`config.mk`:
```
export PLATFORM = sky130hd
export DESIGN_NAME = color_key_sprite_blitter
export DESIGN_NICKNAME = d
export VERILOG_FILES = /design/src/design/ckb_pkg.sv /design/src/design/ckb_front.sv /design/src/design/ckb_fifo.sv /design/src/design/ckb_back.sv /design/src/design/color_key_sprite_blitter.sv
export SDC_FILE = /design/constraint.sdc
export NUM_CORES = 1
export LEC_CHECK = 0
export BUFFER_PORTS_ARGS = -buffer_cell sky130_fd_sc_hd__buf_2
export CAP_MARGIN = 20
export CORE_MARGIN = 4
export CORE_UTILIZATION = 45
export DETAILED_ROUTE_END_ITERATION = 6
export SLEW_MARGIN = 20
export SYNTH_ARGS = -nofsm -noshare
export SYNTH_HDL_FRONTEND = slang
export SYNTH_SLANG_ARGS = --single-unit
```
`constraint.sdc`:
```
create_clock -name clock -period 5.1 [get_ports clock]
set_input_delay 1.02 -clock clock [delete_from_list [all_inputs] [get_ports clock]]
set_output_delay 1.02 -clock clock [all_outputs]
set_load 0.01 [all_outputs]
```
`src/design/ckb_pkg.sv`:
```
// shared types and constants for the color-key sprite blitter
// no dependencies; imported by every module of the block
`default_nettype none

package ckb_pkg;

   // screen defaults
   localparam int CKB_SCREEN_W = 320;
   localparam int CKB_SCREEN_H = 200;

   // field and register widths
   localparam int ORIGIN_W   = 11;
   localparam int SIZE_W     = 8;
   localparam int COLOR_W    = 8;
   localparam int ADDR_W     = 16;
   localparam int COORD_W    = 10;  // screen coordinate, screen is at most 1024 wide and high
   localparam int POS_W      = 12;  // signed origin plus sprite counter
   localparam int CSR_ADDR_W = 2;
   localparam int CSR_DATA_W = 11;
   localparam int REQ_DATA_W = 8;
   localparam int RSP_DATA_W = 24;

   // queue between front and back, power of two
   localparam int QUEUE_DEPTH = 2;

   // transparent color key
   localparam logic [COLOR_W-1:0] TRANSPARENT_KEY = '0;

   // register indexes
   typedef enum logic [CSR_ADDR_W-1:0] {
      CSR_ORIGIN_X      = 2'd0,
      CSR_ORIGIN_Y      = 2'd1,
      CSR_SPRITE_WIDTH  = 2'd2,
      CSR_SPRITE_HEIGHT = 2'd3
   } csr_index_type;

   // one classified pixel, front to back
   typedef struct packed {
      logic [COLOR_W-1:0] color;
      logic               on_screen;
      logic               last;
      logic [COORD_W-1:0] col;
      logic [COORD_W-1:0] row;
   } pixel_item_type;

endpackage

`default_nettype wire

```
`src/design/ckb_front.sv`:
```
// front end: config registers, sprite counters, clipping and last-pixel tagging
// depends on ckb_pkg; feeds ckb_fifo
`default_nettype none

module ckb_front
   import ckb_pkg::*;
#(
   parameter int SCREEN_W = CKB_SCREEN_W,
   parameter int SCREEN_H = CKB_SCREEN_H
) (
   input  wire logic                  clock,
   input  wire logic                  reset,
   input  wire logic                  csr_we,
   input  wire logic [CSR_ADDR_W-1:0] csr_addr,
   input  wire logic [CSR_DATA_W-1:0] csr_wdata,
   input  wire logic                  req_tvalid,
   output logic                       req_tready,
   input  wire logic [REQ_DATA_W-1:0] req_tdata,  // [7:0] sprite_color
   input  wire logic                  queue_full,
   output logic                       push,
   output pixel_item_type             push_item
);

   localparam logic signed [POS_W-1:0] SCREEN_W_POS = POS_W'(SCREEN_W);
   localparam logic signed [POS_W-1:0] SCREEN_H_POS = POS_W'(SCREEN_H);

   logic [ORIGIN_W-1:0] origin_x_ff, origin_x_in;
   logic [ORIGIN_W-1:0] origin_y_ff, origin_y_in;
   logic [SIZE_W-1:0]   sprite_width_ff, sprite_width_in;
   logic [SIZE_W-1:0]   sprite_height_ff, sprite_height_in;
   logic [SIZE_W-1:0]   column_count_ff, column_count_in;
   logic [SIZE_W-1:0]   row_count_ff, row_count_in;

   logic signed [POS_W-1:0] screen_x;
   logic signed [POS_W-1:0] screen_y;
   logic                    on_screen;
   logic [SIZE_W:0]         width_extent;
   logic [SIZE_W:0]         height_extent;
   logic [SIZE_W:0]         column_next;
   logic [SIZE_W:0]         row_next;
   logic                    row_end;
   logic                    last;

   // accept whenever the queue has room
   assign req_tready = !queue_full;
   assign push       = req_tvalid && !queue_full;

   // register writes
   always_comb begin
      origin_x_in      = origin_x_ff;
      origin_y_in      = origin_y_ff;
      sprite_width_in  = sprite_width_ff;
      sprite_height_in = sprite_height_ff;
      if (csr_we) begin
         unique case (csr_index_type'(csr_addr))
            CSR_ORIGIN_X:      origin_x_in      = csr_wdata[ORIGIN_W-1:0];
            CSR_ORIGIN_Y:      origin_y_in      = csr_wdata[ORIGIN_W-1:0];
            CSR_SPRITE_WIDTH:  sprite_width_in  = csr_wdata[SIZE_W-1:0];
            CSR_SPRITE_HEIGHT: sprite_height_in = csr_wdata[SIZE_W-1:0];
         endcase
      end
   end

   // screen position of the current pixel
   assign screen_x = $signed({{(POS_W-ORIGIN_W){origin_x_ff[ORIGIN_W-1]}}, origin_x_ff})
                   + $signed({{(POS_W-SIZE_W){1'b0}}, column_count_ff});
   assign screen_y = $signed({{(POS_W-ORIGIN_W){origin_y_ff[ORIGIN_W-1]}}, origin_y_ff})
                   + $signed({{(POS_W-SIZE_W){1'b0}}, row_count_ff});

   assign on_screen = !screen_x[POS_W-1] && (screen_x < SCREEN_W_POS)
                   && !screen_y[POS_W-1] && (screen_y < SCREEN_H_POS);

   // a size of zero stands for 256
   assign width_extent  = (sprite_width_ff == '0) ? {1'b1, {SIZE_W{1'b0}}}
                                                  : {1'b0, sprite_width_ff};
   assign height_extent = (sprite_height_ff == '0) ? {1'b1, {SIZE_W{1'b0}}}
                                                   : {1'b0, sprite_height_ff};
   assign column_next = {1'b0, column_count_ff} + (SIZE_W+1)'(1);
   assign row_next    = {1'b0, row_count_ff} + (SIZE_W+1)'(1);
   assign row_end     = column_next >= width_extent;
   assign last        = row_end && (row_next >= height_extent);

   // counter stepping per accepted word
   always_comb begin
      column_count_in = column_count_ff;
      row_count_in    = row_count_ff;
      if (push) begin
         priority if (last) begin
            column_count_in = '0;
            row_count_in    = '0;
         end else if (row_end) begin
            column_count_in = '0;
            row_count_in    = row_next[SIZE_W-1:0];
         end else begin
            column_count_in = column_next[SIZE_W-1:0];
         end
      end
   end

   // classified pixel for the queue
   always_comb begin
      push_item.color     = req_tdata[COLOR_W-1:0];
      push_item.on_screen = on_screen;
      push_item.last      = last;
      push_item.col       = screen_x[COORD_W-1:0];
      push_item.row       = screen_y[COORD_W-1:0];
   end

   always_ff @(posedge clock) begin
      if (reset) begin
         origin_x_ff      <= '0;
         origin_y_ff      <= '0;
         sprite_width_ff  <= SIZE_W'(1);
         sprite_height_ff <= SIZE_W'(1);
         column_count_ff  <= '0;
         row_count_ff     <= '0;
      end else begin
         origin_x_ff      <= origin_x_in;
         origin_y_ff      <= origin_y_in;
         sprite_width_ff  <= sprite_width_in;
         sprite_height_ff <= sprite_height_in;
         column_count_ff  <= column_count_in;
         row_count_ff     <= row_count_in;
      end
   end

endmodule

`default_nettype wire

```
`src/design/ckb_fifo.sv`:
```
// short queue of classified pixels between front and back
// depends on ckb_pkg; depth is a power of two, at least two
`default_nettype none

module ckb_fifo
   import ckb_pkg::*;
#(
   parameter int DEPTH = QUEUE_DEPTH
) (
   input  wire logic     clock,
   input  wire logic     reset,
   input  wire logic     push,
   input  wire pixel_item_type push_item,
   output logic          full,
   input  wire logic     pop,
   output pixel_item_type pop_item,
   output logic          not_empty
);

   localparam int PTR_W = $clog2(DEPTH);
   localparam int CNT_W = $clog2(DEPTH + 1);

   pixel_item_type    entry_ff [DEPTH];
   logic [PTR_W-1:0]  wr_ptr_ff, wr_ptr_in;
   logic [PTR_W-1:0]  rd_ptr_ff, rd_ptr_in;
   logic [CNT_W-1:0]  count_ff, count_in;

   assign full      = (count_ff == CNT_W'(DEPTH));
   assign not_empty = (count_ff != '0);
   assign pop_item  = entry_ff[rd_ptr_ff];

   // pointer and fill tracking
   always_comb begin
      wr_ptr_in = push ? wr_ptr_ff + PTR_W'(1) : wr_ptr_ff;
      rd_ptr_in = pop ? rd_ptr_ff + PTR_W'(1) : rd_ptr_ff;
      count_in  = count_ff;
      if (push && !pop) begin
         count_in = count_ff + CNT_W'(1);
      end else if (pop && !push) begin
         count_in = count_ff - CNT_W'(1);
      end
   end

   always_ff @(posedge clock) begin
      if (reset) begin
         wr_ptr_ff <= '0;
         rd_ptr_ff <= '0;
         count_ff  <= '0;
      end else begin
         wr_ptr_ff <= wr_ptr_in;
         rd_ptr_ff <= rd_ptr_in;
         count_ff  <= count_in;
      end
   end

   // entry storage
   always_ff @(posedge clock) begin
      if (push) begin
         entry_ff[wr_ptr_ff] <= push_item;
      end
   end

endmodule

`default_nettype wire

```
`src/design/ckb_back.sv`:
```
// back end: frame-buffer address multiply, write enable and output register
// depends on ckb_pkg; drains ckb_fifo
`default_nettype none

module ckb_back
   import ckb_pkg::*;
#(
   parameter int SCREEN_W = CKB_SCREEN_W
) (
   input  wire logic                  clock,
   input  wire logic                  reset,
   input  wire pixel_item_type        pop_item,
   input  wire logic                  item_valid,
   output logic                       pop,
   output logic                       rsp_tvalid,
   input  wire logic                  rsp_tready,
   output logic [RSP_DATA_W-1:0]      rsp_tdata,  // [15:0] pixel_address, [23:16] write_color
   output logic                       rsp_tuser,  // [0] write_enable
   output logic                       rsp_tlast   // last_pixel
);

   localparam int MUL_W = COORD_W + $clog2(SCREEN_W + 1) + 1;

   logic                rsp_tvalid_ff, rsp_tvalid_in;
   logic [ADDR_W-1:0]   address_ff;
   logic [COLOR_W-1:0]  color_ff;
   logic                write_enable_ff;
   logic                last_ff;
   logic [MUL_W-1:0]    address_full;

   // output register takes a new word when empty or being drained
   assign pop = item_valid && (!rsp_tvalid_ff || rsp_tready);

   // row times screen width plus column
   assign address_full = MUL_W'(pop_item.row) * MUL_W'(SCREEN_W) + MUL_W'(pop_item.col);

   always_comb begin
      rsp_tvalid_in = rsp_tvalid_ff;
      if (pop) begin
         rsp_tvalid_in = 1'b1;
      end else if (rsp_tready) begin
         rsp_tvalid_in = 1'b0;
      end
   end

   always_ff @(posedge clock) begin
      if (reset) begin
         rsp_tvalid_ff <= 1'b0;
      end else begin
         rsp_tvalid_ff <= rsp_tvalid_in;
      end
   end

   // result payload
   always_ff @(posedge clock) begin
      if (pop) begin
         address_ff      <= pop_item.on_screen ? address_full[ADDR_W-1:0] : '0;
         color_ff        <= pop_item.color;
         write_enable_ff <= pop_item.on_screen && (pop_item.color != TRANSPARENT_KEY);
         last_ff         <= pop_item.last;
      end
   end

   assign rsp_tvalid = rsp_tvalid_ff;
   assign rsp_tdata  = {color_ff, address_ff};
   assign rsp_tuser  = write_enable_ff;
   assign rsp_tlast  = last_ff;

endmodule

`default_nettype wire

```
`src/design/color_key_sprite_blitter.sv`:
```
// top level of the color-key sprite blitter
// depends on ckb_pkg, ckb_front, ckb_fifo and ckb_back
//
// Usage:
//   req_* carries one sprite color byte per word, row-major over the sprite.
//   rsp_* returns one frame-buffer write per word: address and color in
//   rsp_tdata, write enable in rsp_tuser, end of sprite in rsp_tlast.
//   csr_* writes origin_x, origin_y, sprite_width, sprite_height (index 0..3)
//   and must only be written while no word is in flight; the block does not enforce this.
// Timing:
//   one word per cycle sustained in both directions while rsp_tready stays high.
//   an accepted word is written into the queue, then popped into the output
//   register, which drives rsp_tvalid and the rsp_* payload. the address
//   multiply sits between the queue head and the output register.
// Reset:
//   clears the sprite counters, origin to zero and size to one pixel, and
//   empties the queue and the output register.
// Stall:
//   while rsp_tready is low the output register holds; up to two more words
//   gather in the queue, then req_tready drops until the receiver drains.
`default_nettype none

module color_key_sprite_blitter
   import ckb_pkg::*;
#(
   parameter int SCREEN_W = CKB_SCREEN_W,
   parameter int SCREEN_H = CKB_SCREEN_H
) (
   input  wire logic                  clock,
   input  wire logic                  reset,
   input  wire logic                  csr_we,
   input  wire logic [CSR_ADDR_W-1:0] csr_addr,
   input  wire logic [CSR_DATA_W-1:0] csr_wdata,
   input  wire logic                  req_tvalid,
   output logic                       req_tready,
   input  wire logic [REQ_DATA_W-1:0] req_tdata,  // [7:0] sprite_color
   output logic                       rsp_tvalid,
   input  wire logic                  rsp_tready,
   output logic [RSP_DATA_W-1:0]      rsp_tdata,  // [15:0] pixel_address, [23:16] write_color
   output logic                       rsp_tuser,  // [0] write_enable
   output logic                       rsp_tlast   // last_pixel
);

   pixel_item_type push_item;
   pixel_item_type pop_item;
   logic           push;
   logic           pop;
   logic           queue_full;
   logic           queue_not_empty;

   // counters and classification
   ckb_front #(
      .SCREEN_W (SCREEN_W),
      .SCREEN_H (SCREEN_H)
   ) u_front (
      .clock      (clock),
      .reset      (reset),
      .csr_we     (csr_we),
      .csr_addr   (csr_addr),
      .csr_wdata  (csr_wdata),
      .req_tvalid (req_tvalid),
      .req_tready (req_tready),
      .req_tdata  (req_tdata),
      .queue_full (queue_full),
      .push       (push),
      .push_item  (push_item)
   );

   // decoupling queue
   ckb_fifo #(
      .DEPTH (QUEUE_DEPTH)
   ) u_fifo (
      .clock     (clock),
      .reset     (reset),
      .push      (push),
      .push_item (push_item),
      .full      (queue_full),
      .pop       (pop),
      .pop_item  (pop_item),
      .not_empty (queue_not_empty)
   );

   // address and output register
   ckb_back #(
      .SCREEN_W (SCREEN_W)
   ) u_back (
      .clock      (clock),
      .reset      (reset),
      .pop_item   (pop_item),
      .item_valid (queue_not_empty),
      .pop        (pop),
      .rsp_tvalid (rsp_tvalid),
      .rsp_tready (rsp_tready),
      .rsp_tdata  (rsp_tdata),
      .rsp_tuser  (rsp_tuser),
      .rsp_tlast  (rsp_tlast)
   );

endmodule

`default_nettype wire

```
==> flow_summary.json <==
{
  "dp_slack_ns": 1.80,
  "use_met1": 0.213,
  "reg2reg_slack_ns": 1.69,
  "clkSinkCount": 146,
  "cts_tree": "done",
  "fillers": 1449,
  "final_hold_viol_count": 0,
  "hold_depth": 2,
  "cts-root-buf": "clkbuf_16",
  "tightest_slew_ns": 1.06,
  "synthTopCellsByArea": "edfxtp_1 35%, dfxtp_1 16%, ha_1 9.1%, mux2i_1 4.1%, nand2_1 3.2%",
  "worstPathCellList": "ha_1, nand3_1, nor2_1, xor2_1, ha_1, nand4_1, nor2_1, a2111oi_1, nor2_1, o21ai_0, a32o_1",
  "rsz0062_at_grt": "no",
  "crit_path_end": "u_front.row_count_ff[6]",
  "syn-num-nets": 757,
  "port_buffers": 53,
  "slowest_delay_ns": 0.82,
  "syn_area_um2": 7400,
  "fin_skew_ns": 0.00666,
  "drt_wl_total_um": 14300,
  "cp.depth": 11,
  "grtUsageTotal": 0.167,
  "fin_tns_setup_ns": 0,
  "cp_common_cell": "nor2_1",
  "dieArea_um2": 18600,
  "finalCriticalPeriod_ns": 3.41,
  "fin_ws_ns": 1.69,
  "synth_xor_area_frac": 0.0580,
  "maxCapViolCount": 0,
  "critPathArrivalTime_ns": 3.73,
  "avgSynthCellArea_um2": 11.0,
  "slew_headroom": 0.293,
  "post-cts-setup-buffers": 0,
  "finalNetCount": 816,
  "grt_use_met3": 0.0318,
  "clkTransAtPathRegs_ns": 0.07,
  "drive_above_1_share": 0.157,
  "cts_resized": 0,
  "diodes": 0,
  "synthSimpleGateAreaFrac": 0.137,
  "gr-usage-met2": 0.272,
  "grt_overflow_total": 0,
  "leakagePower_nw": 3.48,
  "antenna_found_initial": 0,
  "critical_path.slowest_cell": "nor2_1",
  "hp-class": "flop to flop",
  "required_ns": 5.41,
  "gp_congestion": 0.856,
  "path_buf_inv": 0,
  "top_usage_layer": "met2",
  "syn_inst": 673,
  "ys_warn_count": 0,
  "rr_startpoint": "u_front.column_count_ff[1]",
  "die_w_um": 136,
  "worstSkewPairLatency_ns": 0.42,
  "drt_first_iter_violations": 235,
  "synth_top_area_cell": "edfxtp_1",
  "dp_hpwl_um": 10400,
  "htree_levels": 4,
  "irDropWorstVdd_mv": 0.243,
  "min_period_over_period": 0.669,
  "outcome": "finished, final reports clean",
  "numCtsBuffers": 17,
  "rr_worst_depth": 11,
  "grt_pass1_vias": 4878,
  "row_count": 46,
  "wl_per_cell_um": 14.9,
  "synth_fa_ha_area_frac": 0.102,
  "route.vias.total": 5053,
  "synth_seq_cells": 146,
  "endpoint_kind": "flop",
  "ant_nets": 0,
  "start_util": 0.463,
  "synth_top_family_by_area": "simple AND/OR/NAND/NOR gates",
  "synth-compound-area-share": 0.0947,
  "synth_top_area_share": 0.349,
  "fp.dieH_um": 136,
  "area_growth_pct": 15.1,
  "synthArstFlopShare": 0,
  "cts_buffer_depth": 2,
  "crit_start": "u_front.column_count_ff[1]",
  "hold_buffers": 0,
  "synth-edff-count": 86,
  "ys.flop_type": "edfxtp_1",
  "setup_viol_count_final": 0,
  "ys_types": 59,
  "synth-seq-area-share": 0.511,
  "critPathTopFamily": "simple AND/OR/NAND/NOR gates",
  "cp_max_fo": 15,
  "drc_errors": 0,
  "grt_max_degree": 60,
  "powerDensity_nw_per_um2": 498,
  "core_area_um2": 16000,
  "drt_pre_antenna_iters": 5,
  "ios": 54,
  "fmax_ghz": 0.293,
  "worstSetupPathType": "flop to flop",
  "reg2reg_to": "u_front.row_count_ff[6]",
  "grt_pass1_wl_um": 24000,
  "finalMaxSlewViolations": 0,
  "avgViaCountPerCell": 5.26,
  "start_kind": "flop",
  "synthMuxAreaShare": 0.0710
}
[worst min path at each step]
stage                      startpoint                     end  slack, ns
3_3_place_gp   u_front.origin_y_ff[3]  u_front.origin_y_ff[3]       0.45
3_5_place_dp   u_front.origin_y_ff[3]  u_front.origin_y_ff[3]       0.46
5_1_grt        u_front.origin_y_ff[3]  u_front.origin_y_ff[3]       0.49
2_1_floorplan  u_front.origin_y_ff[0]  u_front.origin_y_ff[0]       0.44
4_1_cts        u_front.origin_y_ff[3]  u_front.origin_y_ff[3]       0.46
6_report       u_front.origin_y_ff[3]  u_front.origin_y_ff[3]       0.46
[cells in the mapped netlist, types with 9 or more instances]
master and number:
a21oi_1 44, mux2_2 20, clkbuf_1 11, xnor2_1 25
xor2_1 24, nand2_1 63, and3_1 13, mux2i_1 30
a21o_1 9, nor2_1 58, o21ai_0 14, edfxtp_1 86
nand3_1 17, nor3_1 14, dfxtp_1 60, inv_1 28
ha_1 54
[sequential cells by signal (all words and copies together) (netlist names), 11 cells and up, named ones only]
| name | count |
|---|---|
| u_back.address_ff | 16 |
| u_fifo.entry_ff | 60 |
| u_front.origin_y_ff | 11 |
| u_front.origin_x_ff | 11 |
[area by class of cell]
class | count | area [µm²] | share of cell area
tap | 216 | 270 | 0.0317
sequential | 146 | 3780 | 0.444
clock inverter | 15 | 160 | 0.0188
multi-input combinational | 479 | 3440 | 0.404
timing repair buffer | 59 | 330 | 0.0388
clock buffer | 17 | 425 | 0.0499
inverter | 29 | 109 | 0.0128
[layer usage]
layer | wire (µm) | up-vias
met5 | 0 | -
met2 | 6810 | 110
met1 | 6520 | 2349
li1 | - | 2567
met3 | 594 | 27
met4 | 406 | 0
[placed cells by master, fill, tap and decap left out, drive strengths merged, types with 20 or more instances in the layout]
cell type / count
edfxtp: 86
ha: 54
xor2: 24
o21ai: 21
mux2: 20
dfxtp: 60
xnor2: 25
mux2i: 30
nand2: 63
a21oi: 45
inv: 39
buf: 59
nor2: 58
[kinds of logic after synthesis]
| kind of cell | after synthesis |
|---|---|
| flops | 146 |
| buf+inv | 48 |
| compound gates | 110 |
| mux | 50 |
| simple gates | 212 |
| fa+ha+maj | 58 |
| xor+xnor | 49 |
[through the flow]
step	hold WS (ns)	total power, W	instances	instance area, µm²	utilization
detailed placement	0.456	0.00303	928	7900	0.494
global route	0.492	0.00455	961	8520	0.532
floorplan	0.440	0.00267	673	7400	-
finish	0.462	0.00424	961	8520	0.532
CTS	0.465	0.00428	960	8480	0.530
global placement	0.446	0.00299	928	7900	0.494
[worst register-to-register path, stage by stage (launching register included)]
cell and delay [ns]:
dfxtp_1 0.43, ha_1 0.26, nand3_1 0.16, nor2_1 0.24, xor2_1 0.10, ha_1 0.32, nand4_1 0.09, nor2_1 0.17
a2111oi_1 0.12, nor2_1 0.82, o21ai_0 0.26, a32o_1 0.33
[power by group]
part           total [W]  internal, W  switching (W)
clock            0.00123     0.000696       0.000533
combinational    0.00138     0.000590       0.000789
sequential       0.00163      0.00156      0.0000768
total            0.00424      0.00284        0.00140
Note: power is estimated with default switching activity, not from simulation.
